### config.mk
export PLATFORM = sky130hd
export DESIGN_NAME = thm_curve
export DESIGN_NICKNAME = d
export VERILOG_FILES = /design/src/rtl/assert_macros.svh /design/src/rtl/thm_pkg.sv /design/src/rtl/thm_curve.sv
export SDC_FILE = /design/constraint.sdc
export NUM_CORES = 2
export LEC_CHECK = 0
export BUFFER_PORTS_ARGS = -buffer_cell sky130_fd_sc_hd__buf_4
export CELL_PAD_IN_SITES_DETAIL_PLACEMENT = 0
export CELL_PAD_IN_SITES_GLOBAL_PLACEMENT = 1
export CORE_UTILIZATION = 50
export CTS_CLUSTER_DIAMETER = 80
export DETAILED_ROUTE_END_ITERATION = 16
export PLACE_DENSITY = 0.84
export SKIP_LAST_GASP = 1
export SYNTH_ARGS = -nofsm -noshare
export SYNTH_HDL_FRONTEND = slang
export SYNTH_SLANG_ARGS = --single-unit
### constraint.sdc
create_clock -name clk -period 18.95 [get_ports clk]
set_input_delay 2.8425 -clock clk [delete_from_list [all_inputs] [get_ports clk]]
set_output_delay 2.8425 -clock clk [all_outputs]
set_load 0.03 [all_outputs]
### src/rtl/assert_macros.svh
// assertion helpers used by terrain_height_curve_mapper
`ifndef ASSERT_MACROS_SVH
`define ASSERT_MACROS_SVH

// same-cycle implication, quiet while rst is high
`define THM_ASSERT(lbl, ante, cons) \
  lbl: assert property (@(posedge clk) disable iff (rst) (ante) |-> (cons)) \
    else $error("thm check failed");

// next-cycle implication, also checked across reset
`define THM_ASSERT_NEXT(lbl, ante, cons) \
  lbl: assert property (@(posedge clk) (ante) |=> (cons)) \
    else $error("thm check failed");

`endif

### src/rtl/thm_pkg.sv
`timescale 1ns / 1ps
package thm_pkg;
  localparam int MAX_POINTS_DEF = 16;
  localparam int HEIGHT_DEF = 256;
  localparam int NUM_CURVES = 3;
  localparam int ELEV_MAX = 511;

  // operation codes
  localparam logic OP_EVALUATE = 1'b0;
  localparam logic OP_LOAD = 1'b1;

  // curve codes
  localparam logic [1:0] CURVE_CONT = 2'd0;
  localparam logic [1:0] CURVE_EROSION = 2'd1;
  localparam logic [1:0] CURVE_PEAKS = 2'd2;

  // config register indexes
  localparam logic [1:0] REG_CONT_POINTS = 2'd0;
  localparam logic [1:0] REG_EROSION_POINTS = 2'd1;
  localparam logic [1:0] REG_PEAKS_POINTS = 2'd2;

  // quotient bits of the interpolation divide (|height| <= 256)
  localparam int QBITS = 9;

  // pipeline stage numbers
  localparam int ST_MEM = 2;
  localparam int ST_DIV = 5;
  localparam int ST_HGT = ST_DIV + QBITS;
  localparam int ST_MUL = ST_HGT + 1;
  localparam int ST_SUM = ST_MUL + 1;
  localparam int ST_OUT = ST_SUM + 1;
  localparam int NSTAGE = ST_OUT + 1;

  typedef struct packed {
    logic              acc;
    logic [NSTAGE-1:0] en;
    logic [NSTAGE-1:0] vld;
  } pipe_ctl_t;
endpackage

### src/rtl/thm_curve.sv
`timescale 1ns / 1ps
module thm_curve #(
  parameter int MAX_POINTS = thm_pkg::MAX_POINTS_DEF,
  parameter logic [1:0] CID = thm_pkg::CURVE_CONT
) (
  input  logic               clk,
  input  thm_pkg::pipe_ctl_t ctl,
  input  logic               operation,
  input  logic [1:0]         curve_select,
  input  logic [3:0]         point_index,
  input  logic signed [15:0] point_x,
  input  logic signed [8:0]  point_height,
  input  logic signed [15:0] noise,
  input  logic [4:0]         count,
  output logic signed [8:0]  height
);
  localparam int AW = $clog2(MAX_POINTS);
  localparam int NW = $clog2(MAX_POINTS + 1);
  localparam int RW = 28;
  localparam int QB = thm_pkg::QBITS;

  // compare copy of the breakpoints and the point memory
  logic signed [15:0] xr [MAX_POINTS];
  logic [24:0] mem [MAX_POINTS];

  logic [NW-1:0] n;
  logic wr_acc;
  logic [AW-1:0] widx;
  logic [MAX_POINTS-1:0] lt_c;

  // stage 0
  logic wr0;
  logic [AW-1:0] idx0;
  logic signed [15:0] px0;
  logic signed [8:0] ph0;
  logic signed [15:0] v0;
  logic [MAX_POINTS-1:0] lt0;

  // stage 1
  logic [NW-1:0] pos;
  logic flat_c;
  logic [AW-1:0] ra_c, rb_c;
  logic wr1;
  logic [AW-1:0] idx1;
  logic signed [15:0] px1;
  logic signed [8:0] ph1;
  logic signed [15:0] v1;
  logic [AW-1:0] ra1, rb1;
  logic flat1;

  // stage 2
  logic [24:0] rda, rdb;
  logic signed [15:0] v2;
  logic flat2;
  logic signed [15:0] xa, xb;
  logic signed [8:0] ha, hb;
  logic signed [16:0] den_c, dv_c;
  logic signed [9:0] dh_c;

  // stage 3
  logic signed [25:0] pa3;
  logic signed [26:0] pb3;
  logic [15:0] den3;
  logic flat3;
  logic signed [8:0] ha3;

  // stage 4
  logic signed [27:0] num_c;
  logic [RW-1:0] r4;
  logic neg4, flat4;
  logic [15:0] den4;
  logic signed [8:0] ha4;

  // divider stages
  logic [RW-1:0] dr [QB];
  logic [QB-1:0] dq [QB];
  logic [15:0] dd [QB];
  logic dn [QB];
  logic df [QB];
  logic signed [8:0] dhh [QB];

  // effective point count
  always_comb begin
    if (count == 5'd0) begin
      n = NW'(1);
    end else if (32'(count) > MAX_POINTS) begin
      n = NW'(MAX_POINTS);
    end else begin
      n = NW'(count);
    end
  end

  assign wr_acc = ctl.acc && (operation == thm_pkg::OP_LOAD) && (curve_select == CID)
                  && (32'(point_index) < MAX_POINTS);
  assign widx = AW'(point_index);

  always_ff @(posedge clk) begin
    if (wr_acc) begin
      xr[widx] <= point_x;
    end
  end

  // one comparator per point
  always_comb begin
    for (int k = 0; k < MAX_POINTS; k++) begin
      lt_c[k] = (32'(n) > k) && (noise < xr[k]);
    end
  end

  always_ff @(posedge clk) begin
    if (ctl.en[0]) begin
      wr0 <= wr_acc;
      idx0 <= widx;
      px0 <= point_x;
      ph0 <= point_height;
      v0 <= noise;
      lt0 <= lt_c;
    end
  end

  // first point above the sample
  always_comb begin
    pos = n;
    for (int k = MAX_POINTS - 1; k >= 0; k--) begin
      if (lt0[k]) begin
        pos = NW'(k);
      end
    end
  end

  assign flat_c = (pos == '0) || (pos == n);

  always_comb begin
    if (pos == '0) begin
      ra_c = '0;
    end else begin
      ra_c = AW'(pos - NW'(1));
    end
    rb_c = flat_c ? ra_c : AW'(pos);
  end

  always_ff @(posedge clk) begin
    if (ctl.en[1]) begin
      wr1 <= wr0;
      idx1 <= idx0;
      px1 <= px0;
      ph1 <= ph0;
      v1 <= v0;
      ra1 <= ra_c;
      rb1 <= rb_c;
      flat1 <= flat_c;
    end
  end

  // point memory: loads write here in order with evaluate reads
  always_ff @(posedge clk) begin
    if (ctl.en[thm_pkg::ST_MEM] && ctl.vld[thm_pkg::ST_MEM-1] && wr1) begin
      mem[idx1] <= {px1, ph1};
    end
    if (ctl.en[thm_pkg::ST_MEM]) begin
      rda <= mem[ra1];
      rdb <= mem[rb1];
      v2 <= v1;
      flat2 <= flat1;
    end
  end

  assign xa = rda[24:9];
  assign ha = rda[8:0];
  assign xb = rdb[24:9];
  assign hb = rdb[8:0];
  assign den_c = 17'(xb) - 17'(xa);
  assign dv_c = 17'(v2) - 17'(xa);
  assign dh_c = 10'(hb) - 10'(ha);

  // partial products of the interpolation numerator
  always_ff @(posedge clk) begin
    if (ctl.en[3]) begin
      pa3 <= 26'(ha) * 26'(den_c);
      pb3 <= 27'(dh_c) * 27'(dv_c);
      den3 <= den_c[15:0];
      flat3 <= flat2;
      ha3 <= ha;
    end
  end

  assign num_c = 28'(pa3) + 28'(pb3);

  always_ff @(posedge clk) begin
    if (ctl.en[4]) begin
      neg4 <= num_c[27];
      r4 <= num_c[27] ? RW'(-num_c) : RW'(num_c);
      den4 <= den3;
      flat4 <= flat3;
      ha4 <= ha3;
    end
  end

  // restoring divide, one quotient bit per stage
  for (genvar j = 0; j < QB; j++) begin : g_div
    logic [RW-1:0] r_in;
    logic [QB-1:0] q_in;
    logic [15:0] d_in;
    logic n_in, f_in;
    logic signed [8:0] h_in;
    logic [RW-1:0] dsh;

    if (j == 0) begin : g_first
      assign r_in = r4;
      assign q_in = '0;
      assign d_in = den4;
      assign n_in = neg4;
      assign f_in = flat4;
      assign h_in = ha4;
    end else begin : g_rest
      assign r_in = dr[j-1];
      assign q_in = dq[j-1];
      assign d_in = dd[j-1];
      assign n_in = dn[j-1];
      assign f_in = df[j-1];
      assign h_in = dhh[j-1];
    end

    assign dsh = RW'(d_in) << (QB - 1 - j);

    always_ff @(posedge clk) begin
      if (ctl.en[thm_pkg::ST_DIV+j]) begin
        if (r_in >= dsh) begin
          dr[j] <= r_in - dsh;
          dq[j] <= q_in | (QB'(1) << (QB - 1 - j));
        end else begin
          dr[j] <= r_in;
          dq[j] <= q_in;
        end
        dd[j] <= d_in;
        dn[j] <= n_in;
        df[j] <= f_in;
        dhh[j] <= h_in;
      end
    end
  end

  // flat ends take the stored height, otherwise signed quotient
  always_ff @(posedge clk) begin
    if (ctl.en[thm_pkg::ST_HGT]) begin
      if (df[QB-1]) begin
        height <= dhh[QB-1];
      end else if (dn[QB-1]) begin
        height <= 9'(-$signed({1'b0, dq[QB-1]}));
      end else begin
        height <= 9'($signed({1'b0, dq[QB-1]}));
      end
    end
  end
endmodule

After elaboration in Yosys (flattened, before gate mapping)

Memories as Yosys holds them, arrays and structs flattened. A register that Yosys moved wholly into a read port is not among the register bits.
Cells that the tools add are included.

Register bits after elaboration: 277
Memory bits (writable): 1,232
Input port bits: 91
Output and inout port bits: 9
Word-level logic and storage cells: 256
Memories: 8

Add/sub/neg operators: 16
$mul: 2
Order comparisons: 42
Equal/unequal tests: 1
Muxes and demuxes: 117
Bitwise operators: 18
Reductions and logical operators: 24

Memories:

| memory          | depth | width | read ports | clocked after memory_dff | wr ports | line            | text |
|---|---|---|---|---|---|---|---|
| mem             | 16    | 25    | 2          | 2                        | 1        | thm_curve.sv:24 | `logic [24:0] mem [MAX_POINTS];` |
| xr              | 16    | 16    | 16         | 0                        | 1        | thm_curve.sv:23 | `logic signed [15:0] xr [MAX_POINTS];` |
| dr              | 9     | 28    | 8          | 0                        | 9        | thm_curve.sv:75 | `logic [RW-1:0] dr [QB];` |
| dd              | 9     | 16    | 8          | 0                        | 9        | thm_curve.sv:77 | `logic [15:0] dd [QB];` |
| dhh             | 9     | 9     | 9          | 0                        | 9        | thm_curve.sv:80 | `logic signed [8:0] dhh [QB];` |
| dq              | 9     | 9     | 9          | 0                        | 9        | thm_curve.sv:76 | `logic [QB-1:0] dq [QB];` |
| 2 more memories | --    | --    | --         | --                       | --       | --              |  |

Operators by type and width:

| cell               | number |
|---|---|
| $lt 16x16->1       | 16 |
| $mux 28            | 9 |
| $mux 9             | 11 |
| $mux 5             | 18 |
| $mux 1             | 76 |
| $gt 5x4->1 const B | 8 |
| $sub 16x16->17     | 2 |
| $add 26x27->28     | 1 |
| $ge 28x16->1       | 1 |
| $ge 28x17->1       | 1 |
| $ge 28x18->1       | 1 |
| $ge 28x19->1       | 1 |
| $ge 28x20->1       | 1 |
| $ge 28x21->1       | 1 |
| $ge 28x22->1       | 1 |
| $ge 28x23->1       | 1 |
| $ge 28x24->1       | 1 |
| $neg 28->28        | 1 |
| $sub 28x16->28     | 1 |
| $sub 28x17->28     | 1 |
| $sub 28x18->28     | 1 |
| $sub 28x19->28     | 1 |
| $sub 28x20->28     | 1 |
| $sub 28x21->28     | 1 |
| other kinds (20)   | 63 |

Depth between registers and ports, before layout

Depth in word-level cells: 22
Depth in mapped cells: 35
Mapped depth without buffers: 34

Least setup slack after synthesis

OpenSTA, ideal clock, no wires.

Path kind: register to register
Start point: register rda[2], read port of mem
End point: register pb3[26] (data pin)
Setup time: 0.258 ns
Arrival: 7.765 ns
Required time: 18.692 ns
Slack: 10.927 ns
Cell stages (with the launch flop): 32
Buffers on the path: 3
Clock period less this slack: 8.023 ns
Cells stage by stage: edfxtp_1 -> clkbuf_1 -> clkbuf_1 -> inv_1 -> ha_1 -> a21o_1 -> a21oi_1 -> o21bai_1 -> a21oi_1 -> o21bai_1 -> a21oi_1 -> xor2_1 -> clkbuf_1 -> nor2_1 -> fa_1 -> fa_1 -> fa_1 -> inv_1 -> fa_1 -> fa_1 -> inv_1 -> ha_1 -> o21ai_0 -> o21ai_1 -> or4_1 -> and3_1 -> a311o_1 -> a21o_1 -> a211oi_2 -> a21oi_1 -> nor2_1 -> xnor2_1

Cells in the longest elaborated chain, start to end: 2

Ends and longest elaborated chain:

| element              | line             | text |
|---|---|---|
| start, declared      | thm_curve.sv:52  | `logic [24:0] rda, rdb;` |
| $sub 9x9->10         | thm_curve.sv:174 | `assign dh_c = 10'(hb) - 10'(ha);` |
| $mul 10x17->27       | thm_curve.sv:180 | `pb3 <= 27'(dh_c) * 27'(dv_c);` |
| end signal, assigned | thm_curve.sv:180 |  |
| end, declared        | thm_curve.sv:62  | `logic signed [26:0] pb3;` |

No other way between the ends.
A chain may end at the register's enable or synchronous reset.

Final worst setup path

Start point: register rda[1], read port of mem
End point: register pb3[26] (data pin)

The elaborated chain is that of the path after synthesis.

==> results_dict.tcl <==
set metrics [dict create \
    dp_hpwl_mm 121 \
    final_cell_mix "edfxtp_1 (1479), inv_1 (814), ha_1 (571)" \
    synthArstFlopShare 0 \
    start_util 0.504 \
    r2r_setup_slack_ns 9.88 \
    ioPinCount 100 \
    crit_fanout 18 \
    grt_use_total 0.221 \
    post-route-period-util 0.479 \
    fin_crit_ns 9.07 \
    fin_tns_setup_ns 0 \
    drtIter0Drc 3333 \
    crit_arrival_ns 9.59 \
    yosys.area.top_type "edfxtp_1" \
    whs_path_depth 0 \
    cts_tree "built" \
    hold_viol_final 0 \
    num_vias 47100 \
    gp_congestion 0.867 \
    run_status "completed" \
    crit_type "reg2reg" \
    grt_pass1_vias 48900 \
    clock_skew_ns 0.0293 \
    rows 147 \
    synth_cell_types 89 \
    cts_root_buf "clkbuf_16" \
    slowest_stage "edfxtp_1" \
    drive_above_1_share 0.116 \
    yosysWarnings 0 \
    drc 0 \
    ant_nets 0 \
    r2r-end "pb3[26]$_DFFE_PP_" \
    final_common_cell "edfxtp_1" \
    holdBufCountCts 0 \
    nets 7073 \
    startpoint_type "register" \
    clock_latency_ns 0.79 \
    synth_ff_type "edfxtp_1" \
    clkSinkCount 1479 \
    startpoint "rda[1]$_DFFE_PP_" \
    vias_per_cell 5.60 \
    worstHoldStart "den3[9]$_DFFE_PP_" \
    hold_class "reg2reg" \
    r2r_start "rda[1]$_DFFE_PP_" \
    overflow 0 \
    slew_violations 0 \
    syn_nets 6891 \
    ys_top_cells_by_area "edfxtp_1 (55%), ha_1 (8.8%), fa_1 (7.1%)" \
    rsz0062_at_grt "false" \
    post_dp_cell_area_um2 84400 \
    routed_wl_mm 178 \
    wl_per_cell_um 21.1 \
    end_kind "register" \
    tightest_slew_ns 1.27 \
    max_stage_delay_ns 0.89 \
    slew-limit-headroom 0.150 \
    core_um2 161000 \
    fmaxAchievable_mhz 110 \
    required_ns 19.47 \
    port_buffers 79 \
    antenna_found_initial 7 \
    rr_worst_depth 30 \
    cp_common_cell "fa_1" \
    postCtsResizedCells 0 \
    ys_ff_latch 1479 \
    clockBufferDepth 3 \
    syn_to_final_growth_pct 10.6 \
    first_pass_iters 6 \
    grt_first_pass_wirelength_mm 277 \
    grt_max_degree 101 \
    post-cts-setup-buffer-count 0 \
    avgSynthCellArea_um2 13.6 \
    die_x_um 404 \
    die_area_um2 164000 \
    synth-edff-count 1479 \
    syn_inst 5943 \
    synth_top_cell_area_share 0.549 \
    die_h_um 404 \
    clk_pin_slew_ns 0.06 \
    ys_seq_area_frac 0.549 \
    netlist_area_um2 80900 \
    drv_cap 0 \
    htree_levels 4 \
    worstSetupEndpoint "pb3[26]$_DFFE_PP_" \
    cts_buffers 154 \
    setup_viol 0 \
    fin_area_um2 89500 \
]
registers in the layout, summed over array words and instances (netlist names), 25 cells and up:
signal	flops
pb3	27
pa3	26
rdb	25
xr	256
mem	400
g_div.r_in	28
dhh	81
dr	224
dq	45
rda	25
dd	128
cell usage after synthesis, drive strengths merged (25+ instances only):
library cell and count:
edfxtp 1479, inv 816, ha 571, nand2 376, nor2 304, fa 286
a21oi 259, mux4 250, o21ai 201, xnor2 186, a21o 136, xor2 121
nand2b 96, clkbuf 92, nor2b 78, and2 67, nor3 66, nand3 49
buf 38, nor4 35, o21a 30, nand4 29, mux2 26, a211oi 25
and3 25
metal layers:
layer	wire, µm	track usage	vias to the layer above
li1	-	-	21900
met1	69100	0.268	23400
met2	91100	0.393	1445
met3	10300	0.0326	381
met4	7290	0.0952	8
met5	50	0	-
worst min path at each step:
stage / to
finish: den4[9]$_DFFE_PP_
global route: dhh[0][79]$_DFFE_PP_
CTS: den4[9]$_DFFE_PP_
detailed placement: den4[11]$_DFFE_PP_
global placement: den4[11]$_DFFE_PP_
floorplan: den4[0]$_DFFE_PP_
area by class of cell:
cell class,instances,area (µm²)
diodes,2,5.00
clock buffers,180,4020
clock inverters,105,1070
fillers,12600,71000
inverters,817,3070
multi-input cells,3517,33100
flip-flops and latches,1479,44400
well taps,2160,2700
repair buffers,156,1200
per-stage QoR:
stage	setup WS, ns	hold WS (ns)	std cells	utilization
5_1_grt	9.44	0.417	8414	0.557
3_3_place_gp	10.02	0.401	8129	0.526
3_5_place_dp	9.95	0.405	8129	0.526
4_1_cts	9.92	0.411	8414	0.557
6_report	9.88	0.408	8416	0.558
2_1_floorplan	10.93	0.400	5943	-
worst max-delay path: cells and delay by family, from the launching register on:
family,cells,cell delay [ns]
DFF,1,0.89
AOI/OAI and AO/OA,12,2.56
and+or+nand+nor,5,1.12
adders and majority gates,7,3.43
xor gates and xnor gates,2,0.25
buffers and inverters,4,0.53
cells by family (layout without fill, tap and decap cells):
family,count (synthesis),after routing,share of synthesized area
AOI/OAI and AO/OA,847,847,0.0667
xor gates and xnor gates,307,307,0.0333
adders and majority gates,857,857,0.159
buffers and inverters,947,1258,0.0442
DFF,1479,1479,0.549
muxes,293,293,0.0753
other,0,2,0
and+or+nand+nor,1213,1213,0.0728
Power is not shown: default switching activity piles up to over one toggle a cycle in this logic, so the estimate is an artifact.
